### src/hdl/s2x_pkg.sv
`default_nettype none

package s2x_pkg;

   localparam int MAX_WIDTH      = 1024;
   localparam int PIXEL_BITS     = 32;
   localparam int FIELD_BITS     = 32;
   localparam int COL_BITS       = $clog2(MAX_WIDTH);
   localparam int ROW_BITS       = 16;
   localparam int CFG_W_BITS     = 11;
   localparam int W_BITS         = (CFG_W_BITS > COL_BITS + 1) ? CFG_W_BITS : COL_BITS + 1;
   localparam int CSR_DATA_BITS  = 16;
   localparam int BLK_COUNT      = 3;

   localparam int BLK_ABOVE = 0;
   localparam int BLK_LATE  = 1;
   localparam int BLK_FINAL = 2;

   typedef enum logic [0:0] {
      CSR_FRAME_WIDTH  = 1'b0,
      CSR_FRAME_HEIGHT = 1'b1
   } csr_index_type;

   typedef struct packed {
      logic [COL_BITS-1:0]  col;
      logic [ROW_BITS-1:0]  row;
      logic                 row_end;
      logic                 sel;
      logic [BLK_COUNT-1:0] mask;
      logic [COL_BITS-1:0]  next_addr;
   } scan_info_type;

endpackage

`default_nettype wire

### src/hdl/s2x_scan_ctrl.sv
`default_nettype none

module s2x_scan_ctrl (
   input  wire logic                               clock,
   input  wire logic                               reset,
   input  wire logic                               csr_we,
   input  wire s2x_pkg::csr_index_type             csr_index,
   input  wire logic [s2x_pkg::CSR_DATA_BITS-1:0]  csr_wdata,
   input  wire logic                               accept,
   output      s2x_pkg::scan_info_type             info
);
   import s2x_pkg::*;

   logic [CFG_W_BITS-1:0] frame_width_ff;
   logic [ROW_BITS-1:0]   frame_height_ff;
   logic [COL_BITS-1:0]   col_ff;
   logic [COL_BITS-1:0]   col_in;
   logic [ROW_BITS-1:0]   row_ff;
   logic [ROW_BITS-1:0]   row_in;
   logic                  sel_ff;
   logic                  sel_in;

   logic [W_BITS-1:0]     width_eff;
   logic [ROW_BITS-1:0]   height_eff;
   logic [COL_BITS:0]     col_plus;
   logic [ROW_BITS:0]     row_plus;
   logic                  row_end;
   logic                  last_row;
   logic                  frame_end;

   always_comb begin
      if (frame_width_ff == '0) begin
         width_eff = W_BITS'(1);
      end else if (W_BITS'(frame_width_ff) > W_BITS'(MAX_WIDTH)) begin
         width_eff = W_BITS'(MAX_WIDTH);
      end else begin
         width_eff = W_BITS'(frame_width_ff);
      end
      height_eff = (frame_height_ff == '0) ? ROW_BITS'(1) : frame_height_ff;
      col_plus   = {1'b0, col_ff} + (COL_BITS+1)'(1);
      row_plus   = {1'b0, row_ff} + (ROW_BITS+1)'(1);
      row_end    = W_BITS'(col_plus) >= width_eff;
      last_row   = row_plus >= {1'b0, height_eff};
      frame_end  = last_row && row_end;
   end

   always_comb begin
      info.col              = col_ff;
      info.row              = row_ff;
      info.row_end          = row_end;
      info.sel              = sel_ff;
      info.mask[BLK_ABOVE]  = (row_ff != '0);
      info.mask[BLK_LATE]   = last_row && (col_ff != '0);
      info.mask[BLK_FINAL]  = frame_end;
      info.next_addr        = row_end ? '0 : col_plus[COL_BITS-1:0];
   end

   always_comb begin
      col_in = col_ff;
      row_in = row_ff;
      sel_in = sel_ff;
      if (accept) begin
         if (frame_end) begin
            col_in = '0;
            row_in = '0;
            sel_in = 1'b0;
         end else if (row_end) begin
            col_in = '0;
            row_in = row_plus[ROW_BITS-1:0];
            sel_in = ~sel_ff;
         end else begin
            col_in = col_plus[COL_BITS-1:0];
         end
      end
   end

   always_ff @(posedge clock) begin
      if (reset) begin
         frame_width_ff  <= CFG_W_BITS'(64);
         frame_height_ff <= ROW_BITS'(32);
         col_ff          <= '0;
         row_ff          <= '0;
         sel_ff          <= 1'b0;
      end else begin
         col_ff <= col_in;
         row_ff <= row_in;
         sel_ff <= sel_in;
         if (csr_we) begin
            case (csr_index)
               CSR_FRAME_WIDTH: begin
                  frame_width_ff <= csr_wdata[CFG_W_BITS-1:0];
               end
               CSR_FRAME_HEIGHT: begin
                  frame_height_ff <= csr_wdata[ROW_BITS-1:0];
               end
               default: begin
               end
            endcase
         end
      end
   end

endmodule

`default_nettype wire

### config.mk
export PLATFORM = sky130hd
export DESIGN_NAME = s2x_scan_ctrl
export DESIGN_NICKNAME = d
export VERILOG_FILES = /design/src/hdl/s2x_pkg.sv /design/src/hdl/s2x_scan_ctrl.sv
export SDC_FILE = /design/constraint.sdc
export NUM_CORES = 1
export LEC_CHECK = 0
export BUFFER_PORTS_ARGS = -buffer_cell sky130_fd_sc_hd__buf_4
export CORE_MARGIN = 3
export CORE_UTILIZATION = 45
export CTS_CLUSTER_SIZE = 40
export DETAILED_ROUTE_END_ITERATION = 6
export PLACE_DENSITY = 0.72
export SYNTH_ARGS = -nofsm -noshare
export SYNTH_HDL_FRONTEND = slang
export SYNTH_SLANG_ARGS = --single-unit
### constraint.sdc
create_clock -name clock -period 3.75 [get_ports clock]
set_input_delay 0 -clock clock [delete_from_list [all_inputs] [get_ports clock]]
set_output_delay 0 -clock clock [all_outputs]
set_load 0.03 [all_outputs]
==> results of run 1 <==
layer usage:
layer / vias to the layer above / global-route usage
li1: 1734 / -
met1: 1617 / 0.280
met2: 108 / 0.342
met3: 17 / 0.0295
met4: 0 / 0.0781
met5: - / 0
power by group through the flow:
stage	clock network, W	logic, W	registers (W)
detailed placement	0	0.000216	0.000624
CTS	0.000398	0.000229	0.000610
global route	0.000420	0.000258	0.000614
global placement	0	0.000211	0.000623
floorplan	0	0.000147	0.000624
finish	0.000388	0.000233	0.000611
state kept, by name (all words and copies together) (netlist names):
name / count
frame_height_ff: 16
row_ff: 16
sel_ff: 1
col_ff: 10
frame_width_ff: 11
kinds of logic after synthesis:
| logic type | synth area share |
|---|---|
| DFF | 0.303 |
| buffers and inverters | 0.0643 |
| and+or+nand+nor | 0.320 |
| xor gates and xnor gates | 0.0537 |
| adders and majority gates | 0.109 |
| AOI/OAI and AO/OA | 0.150 |
tightest hold or removal path, cell delays in order:
cell and delay, ps:
buf_4 180, nand3_1 80, a21oi_1 50
cell usage in the layout (no fill, tap or decap), types with 4 or more instances in the layout:
| master | n |
|---|---|
| nand2_1 | 88 |
| buf_4 | 67 |
| dfxtp_1 | 54 |
| a21oi_1 | 53 |
| ha_1 | 31 |
| nand4_1 | 20 |
| inv_1 | 20 |
| nand2b_1 | 18 |
| nand3_1 | 18 |
| and2_1 | 16 |
| dlygate4sd3_1 | 16 |
| nor2_1 | 14 |
| xor2_1 | 11 |
| nor4_1 | 11 |
| xnor2_1 | 9 |
| a31oi_1 | 7 |
| nand3b_1 | 6 |
| nor3_1 | 5 |
| clkbuf_8 | 5 |
| o21ai_1 | 4 |
| nand4b_1 | 4 |
final timing paths:
kind                         end  depth (start not counted)
max                     info[11]                         13
min                    col_ff[0]                          3
max reg2reg           row_ff[11]                         13
min reg2reg  frame_height_ff[10]                          2
cell type report:
type / count / share of cell area
Inverter: 22 / 0.0191
Timing Repair Buffer: 83 / 0.153
Multi-Input combinational cell: 357 / 0.524
Clock inverter: 3 / 0.00926
Tap cell: 99 / 0.0287
Clock buffer: 5 / 0.0159
Sequential cell: 54 / 0.250
stage by stage:
stage / utilization / setup slack, ps / std cells
after detailed placement: 0.541 / 409 / 597
after floorplan: - / 517 / 462
after global routing: 0.580 / 28.6 / 623
final: 0.580 / 262 / 623
after CTS: 0.577 / 169 / 621
after global placement: 0.541 / 482 / 597
what timing repair did:
item                       4_1_cts  5_1_grt
setup endpoints to repair        0        2
setup buffers                    0        2
gates resized for setup          0        2
hold endpoints to repair        27        0
hold buffers                    16        0
==> run summary, run 1 <==
RUN STATUS
--------------------------------------------------------------------------------------------------------
Status                                                                                      complete, no violations

YOSYS
--------------------------------------------------------------------------------------------------------
Average instance area after synthesis                                                         7.71 sq um
Yosys warnings                                                                                         0
Number of nets produced by synthesis                                                                 514
Main flop type after synthesis                                                                   dfxtp_1
Fraction of registers with async set/reset                                                             0
Total standard cell area after synthesis                                                      3560 sq um
Most area-consuming cells after synthesis                                                   dfxtp_1, ha_1, nand2_1, a21oi_1, nand4_1
Most frequently used cell type in the post-synthesis netlist                                     nand2_1
Cell count after synthesis                                                                           462
Cell types with the highest counts after synthesis                                          nand2_1, dfxtp_1, a21oi_1, ha_1
Unique masters post-synth                                                                             54
Fraction of synthesized cell area taken by the top area cell type                                  0.303
Sequential-to-total area share from yosys stat                                                     0.303
Post-synthesis register bit count                                                                     54
Area leader, netlist                                                                             dfxtp_1
EDFF count, synth                                                                                      0

DRT
--------------------------------------------------------------------------------------------------------
Routed Wire Length                                                                               9160 um
Detail-routed via count per cell                                                                    5.58
Total met2 wirelength after detailed routing                                                     4330 um
Top sig layer                                                                                       met4
M1 WL                                                                                            4160 um
Total via count in the routed design                                                                3476
Detail-routed net length per standard cell                                                       14.7 um
Count of TritonRoute iterations in the first routing pass                                              5
Number of routed nets with antenna violations                                                          0
DRC viols                                                                                              0
Initial drt markers                                                                                  220
Detailed route wirelength on metal3                                                               475 um

GLOBAL ROUTING
--------------------------------------------------------------------------------------------------------
Global-route usage over all layers                                                                 0.210
Wire length of the first global-routing pass                                                    15100 um
Remaining global-route overflow                                                                        0
Largest net degree at the start of global routing                                                     61
Vias in the first global route                                                                      3234
Antenna violations before repair                                                                       0

STA
--------------------------------------------------------------------------------------------------------
Tightest hold margin                                                                             46.5 ps
Actual slew at the worst max-slew pin                                                             619 ps
Max Clock Skew                                                                                   8.76 ps
Final-report setup violation count                                                                     0
Highest clock frequency the design can meet                                                      287 MHz
Final Hold Violating Endpoints                                                                         0
Final worst path period need                                                                     3490 ps
Unrepaired setup endpoints after global routing                                                    false
Max-slew headroom at the worst pin                                                                 0.587
Post-route clock period utilization                                                                0.930
Final Slew Violations                                                                                  0
Setup TNS after final layout                                                                        0 ps

WORST SETUP PATH
--------------------------------------------------------------------------------------------------------
Setup crit start kind                                                                           register
Family with the most delay on the worst path                                                compound AO/OA/AOI/OAI gates
Critical Path, Cell by Cell                                                                 ha_1, nand4_1, nor2_2, a21boi_0, or2_2, ha_1, a21oi_1, o21a_1, o21ai_0, a211oi_4, buf_4, a21oi_1, buf_4
Data required time at the worst endpoint                                                         3750 ps
Crit-path max cell delay                                                                          470 ps
Data arrival, critical path                                                                      3490 ps
Cell type of the slowest stage on the worst timing path                                          dfxtp_1
Crit-path max FO                                                                                       7
Sum of buffers and inverters on the critical path                                                      2
Type of element capturing the critical path                                                   output pin
Kind of critical path                                                                       register to output pin
Critical Path Start                                                                            row_ff[0]
Register-to-register path setup slack                                                             350 ps
Launching point of the worst reg2reg path                                                      row_ff[0]

FLOORPLAN
--------------------------------------------------------------------------------------------------------
Io pins                                                                                               62
Die span in x                                                                                    95.0 um
Number of rows in the core area                                                                       31
Initial cell density of the core                                                                   0.478
Height of the chip                                                                               95.0 um
Placeable core region                                                                         7450 sq um
Die ar.                                                                                       9020 sq um

LAYOUT
--------------------------------------------------------------------------------------------------------
Design area                                                                                   4320 sq um
Total of fill cells in the finished design                                                           684
Area occupied by multi-input gates                                                            2260 sq um
Area growth from synthesis to final layout                                                         21.3%
ANT cells                                                                                              0
Final nets                                                                                           575
Total area of sequential cells                                                                1080 sq um
Fraction of final layout cells sized beyond drive strength 1                                       0.172

POWER AND IR DROP
--------------------------------------------------------------------------------------------------------
Combinational share of power                                                                       0.189
Power after layout                                                                             0.00123 W
Total internal power                                                                          0.000887 W
Switching fraction of total power                                                                  0.280
Highest ir drop seen on vdd                                                                     0.181 mV
Pwr per Cell Area                                                                            285 nW/um^2
Power share of the clock group                                                                     0.315
Lkg Pwr                                                                                          1.84 nW
Total net switching power                                                                     0.000345 W
Part of the total power dissipated in sequential elements                                          0.496

PLACEMENT
--------------------------------------------------------------------------------------------------------
Half-perimeter wire length of the detailed placement result                                      6630 um
IO Port Bufs                                                                                          61
Routability congestion estimate from global placement                                              0.865
Area of placed instances                                                                      4030 sq um

CLOCKING
--------------------------------------------------------------------------------------------------------
CTS tree                                                                                            done
Source-to-sink clock delay at the later pin of the worst-skew pair                                310 ps
Maximum root-to-sink buffer count                                                                      2
Cell chosen for the clock root                                                                  clkbuf_8
H-Tree Level Count                                                                                     2
Post-CTS clock slew at the launch and capture registers of the worst setup and hold paths         100 ps
Number of clock sinks                                                                                 54
Number of CTS-inserted buffers                                                                         5

RUN
--------------------------------------------------------------------------------------------------------
Maximum Capacitance Violations                                                                         0

MIN PATH
--------------------------------------------------------------------------------------------------------
Type of the most critical hold path                                                         primary input to register
Min-Delay Startpoint                                                                              accept

No activity file was read; power rests on OpenSTA's default activity.
==> inputs of run 2 (changes only) <==
ABC_AREA = 1   (was default)
==> run 2 against run 1 <==
  * Synthesized cell count rose by 10%
  * Synthesized area increased by 0.21%
  * Combinational power grew 66%
  * Non-clock buffer count decreased by 7
  * Critical endpoint is now info[6]
  * Core utilization shrank 0.43 points
  * Design area shrank 0.23%
  * Die area grew 0.20%
==> run summary, run 2 <==
YOSYS
--------------------------------------------------------------------------------------------------------
Unique masters post-synth                                                                             33
Area leader, netlist                                                                             dfxtp_1
Fraction of synthesized cell area taken by the top area cell type                                  0.303
Number of nets produced by synthesis                                                                 561
Most area-consuming cells after synthesis                                                   dfxtp_1, ha_1, nand2_1, inv_1, a21oi_1
Yosys warnings                                                                                         0
Post-synthesis register bit count                                                                     54
Cell count after synthesis                                                                           509
Total standard cell area after synthesis                                                      3570 sq um
Cell types with the highest counts after synthesis                                          nand2_1, inv_1, dfxtp_1, nor2_1, a21oi_1
Xor/xnor share of the synthesized area                                                            0.0417
Combinational family with the most area after synthesis                                     simple AND/OR/NAND/NOR gates
Average instance area after synthesis                                                         7.02 sq um
Simple-gate share of the synthesized area                                                          0.290
EDFF count, synth                                                                                      0
Main flop type after synthesis                                                                   dfxtp_1
Most frequently used cell type in the post-synthesis netlist                                     nand2_1
Fraction of registers with async set/reset                                                             0
Fraction of the mapped netlist area in adder cells                                                 0.109
Proportion of synthesized area in mux cells                                                            0
Sequential-to-total area share from yosys stat                                                     0.303
Area fraction in compound gates after synthesis                                                    0.146

FLOORPLAN
--------------------------------------------------------------------------------------------------------
Die ar.                                                                                       9040 sq um
Height of the chip                                                                               95.1 um
Die span in x                                                                                    95.1 um
Number of rows in the core area                                                                       31
Initial cell density of the core                                                                   0.477
Placeable core region                                                                         7490 sq um
Io pins                                                                                               62

GLOBAL ROUTING
--------------------------------------------------------------------------------------------------------
Antenna violations before repair                                                                       0
Vias in the first global route                                                                      3254
Global-route usage over all layers                                                                 0.202
Wire length of the first global-routing pass                                                    14800 um
Remaining global-route overflow                                                                        0
Largest net degree at the start of global routing                                                     40

LAYOUT
--------------------------------------------------------------------------------------------------------
Largest regs                                                                                frame_height_ff: 16 flops, row_ff: 16 flops, frame_width_ff: 11 flops
Area occupied by multi-input gates                                                            2090 sq um
Final nets                                                                                           625
Commonest cells after routing, fill and taps aside                                          nand2_1, inv_1, buf_4
Fraction of final layout cells sized beyond drive strength 1                                       0.178
ANT cells                                                                                              0
Total of fill cells in the finished design                                                           680
Total area of sequential cells                                                                1080 sq um
Area growth from synthesis to final layout                                                         20.8%
Leading cell type in the layout, fill and taps excluded                                          nand2_1

STA
--------------------------------------------------------------------------------------------------------
Final-report setup violation count                                                                     0
Final worst path period need                                                                     3330 ps
Max Clock Skew                                                                                   11.1 ps
Final Hold Violating Endpoints                                                                         0
Tightest hold margin                                                                             35.6 ps
Unrepaired setup endpoints after global routing                                                    false
Setup TNS after final layout                                                                        0 ps
Highest clock frequency the design can meet                                                      300 MHz
Actual slew at the worst max-slew pin                                                             906 ps
Max-slew headroom at the worst pin                                                                 0.395
Final Slew Violations                                                                                  0
Post-route clock period utilization                                                                0.888

DRT
--------------------------------------------------------------------------------------------------------
Initial drt markers                                                                                  167
DRC viols                                                                                              0
Routed Wire Length                                                                               8640 um
Detail-routed via count per cell                                                                    5.11
Total via count in the routed design                                                                3437
Detail-routed net length per standard cell                                                       12.8 um
Number of routed nets with antenna violations                                                          0
Count of TritonRoute iterations in the first routing pass                                              4

WORST SETUP PATH
--------------------------------------------------------------------------------------------------------
Crit-path max cell delay                                                                          480 ps
Critical Path Start                                                                            col_ff[1]
Family with the most delay on the worst path                                                simple AND/OR/NAND/NOR gates
Kind of critical path                                                                       register to output pin
CP Depth                                                                                              17
Type of element capturing the critical path                                                   output pin
Setup crit start kind                                                                           register
Data arrival, critical path                                                                      3330 ps
Register-to-register path setup slack                                                             580 ps
Launching point of the worst reg2reg path                                                      col_ff[1]
Critical path capture point                                                                      info[6]
Crit-path max FO                                                                                      10
Data required time at the worst endpoint                                                         3750 ps
Sum of buffers and inverters on the critical path                                                      3
Cell type of the slowest stage on the worst timing path                                           nor2_1
Endpoint of the lowest-slack register-to-register path                                        row_ff[15]
Most numerous cell on the critical path                                                          nand2_1
Critical Path, Cell by Cell                                                                 ha_1, nand2_1, inv_1, nand2_1, nor2_1, nand3_1, nor3b_1, ha_1, nand2_1, nor2_1, and2_1, nand2_1, nand3_1, nor2_1, nand2_1, inv_1, buf_4
Reg2reg path depth                                                                                    17

POWER AND IR DROP
--------------------------------------------------------------------------------------------------------
Highest ir drop seen on vdd                                                                     0.219 mV
Total internal power                                                                          0.000941 W
Pwr per Cell Area                                                                            328 nW/um^2
Total net switching power                                                                     0.000473 W
Part of the total power dissipated in sequential elements                                          0.447
Switching fraction of total power                                                                  0.334
Power share of the clock group                                                                     0.280
Lkg Pwr                                                                                          2.16 nW
Combinational share of power                                                                       0.273

CLOCKING
--------------------------------------------------------------------------------------------------------
Post-CTS clock slew at the launch and capture registers of the worst setup and hold paths         100 ps
Source-to-sink clock delay at the later pin of the worst-skew pair                                310 ps
Number of CTS-inserted buffers                                                                         5
Maximum root-to-sink buffer count                                                                      2
CTS tree                                                                                            done
Number of clock sinks                                                                                 54
# resized after CTS                                                                                    0
Setup repair bufs after CTS                                                                            0
Cell chosen for the clock root                                                                  clkbuf_8
H-Tree Level Count                                                                                     2

PLACEMENT
--------------------------------------------------------------------------------------------------------
Routability congestion estimate from global placement                                              0.858
Half-perimeter wire length of the detailed placement result                                      6670 um
IO Port Bufs                                                                                          61

MIN PATH
--------------------------------------------------------------------------------------------------------
Number of instances on the worst hold path                                                             2
Type of the most critical hold path                                                         primary input to register

RUN
--------------------------------------------------------------------------------------------------------
Maximum Capacitance Violations                                                                         0

RUN STATUS
--------------------------------------------------------------------------------------------------------
Status                                                                                      complete, no violations

## run 2: power by group through the flow
stage	Combinational (W)	Sequential (W)	Clock, W
finish	0.000386	0.000632	0.000396
global route	0.000430	0.000638	0.000425
CTS	0.000387	0.000632	0.000402
detailed placement	0.000372	0.000645	0
global placement	0.000365	0.000644	0
floorplan	0.000245	0.000657	0
## run 2: cell type report
cell class,count,share of cell area
multi-input combinational,357,0.486
sequential,54,0.251
timing repair buffer,76,0.141
inverter,79,0.0688
tap,99,0.0287
clock buffer,5,0.0160
clock inverter,3,0.00928
## run 2: logic make-up (layout without fill, tap and decap cells)
family / count (synthesis) / after routing
simple gates: 214 / 214
flops: 54 / 54
buf+inv: 98 / 163
fa+ha+maj: 31 / 31
compound gates: 95 / 95
xor+xnor: 17 / 17
## run 2: how the worst min path moves through the flow
stage,start,end,slack (ps)
after floorplan,csr_wdata[6],frame_width_ff[6],130
after global placement,csr_wdata[6],frame_width_ff[6],220
after detailed placement,csr_wdata[6],frame_width_ff[6],230
after CTS,accept,col_ff[1],20
after global routing,accept,col_ff[5],40
final,accept,col_ff[1],40
## run 2: per-layer routing
metal	vias to the layer above	GRT usage	share of wire	wire (um)
met5	-	0	0	0
met4	0	0.0457	0.011	96
met3	9	0.0253	0.040	349
met2	77	0.353	0.48	4160
met1	1580	0.266	0.47	4030
li1	1771	-	-	-
## run 2: metrics by stage
step	worst slack, ps	power, W	utilization	cells	area (sq um)
after CTS	399	0.00142	0.576	673	4310
after global routing	34.7	0.00149	0.576	673	4310
final	420	0.00141	0.576	673	4310
after detailed placement	638	0.00102	0.542	650	4050
after floorplan	672	0.000903	-	509	3570
after global placement	764	0.00101	0.542	650	4050
## run 2: timing repair
item,CTS,global route
endpoints found under the hold margin,27,0
setup endpoints to repair,0,0
hold buffers,15,0
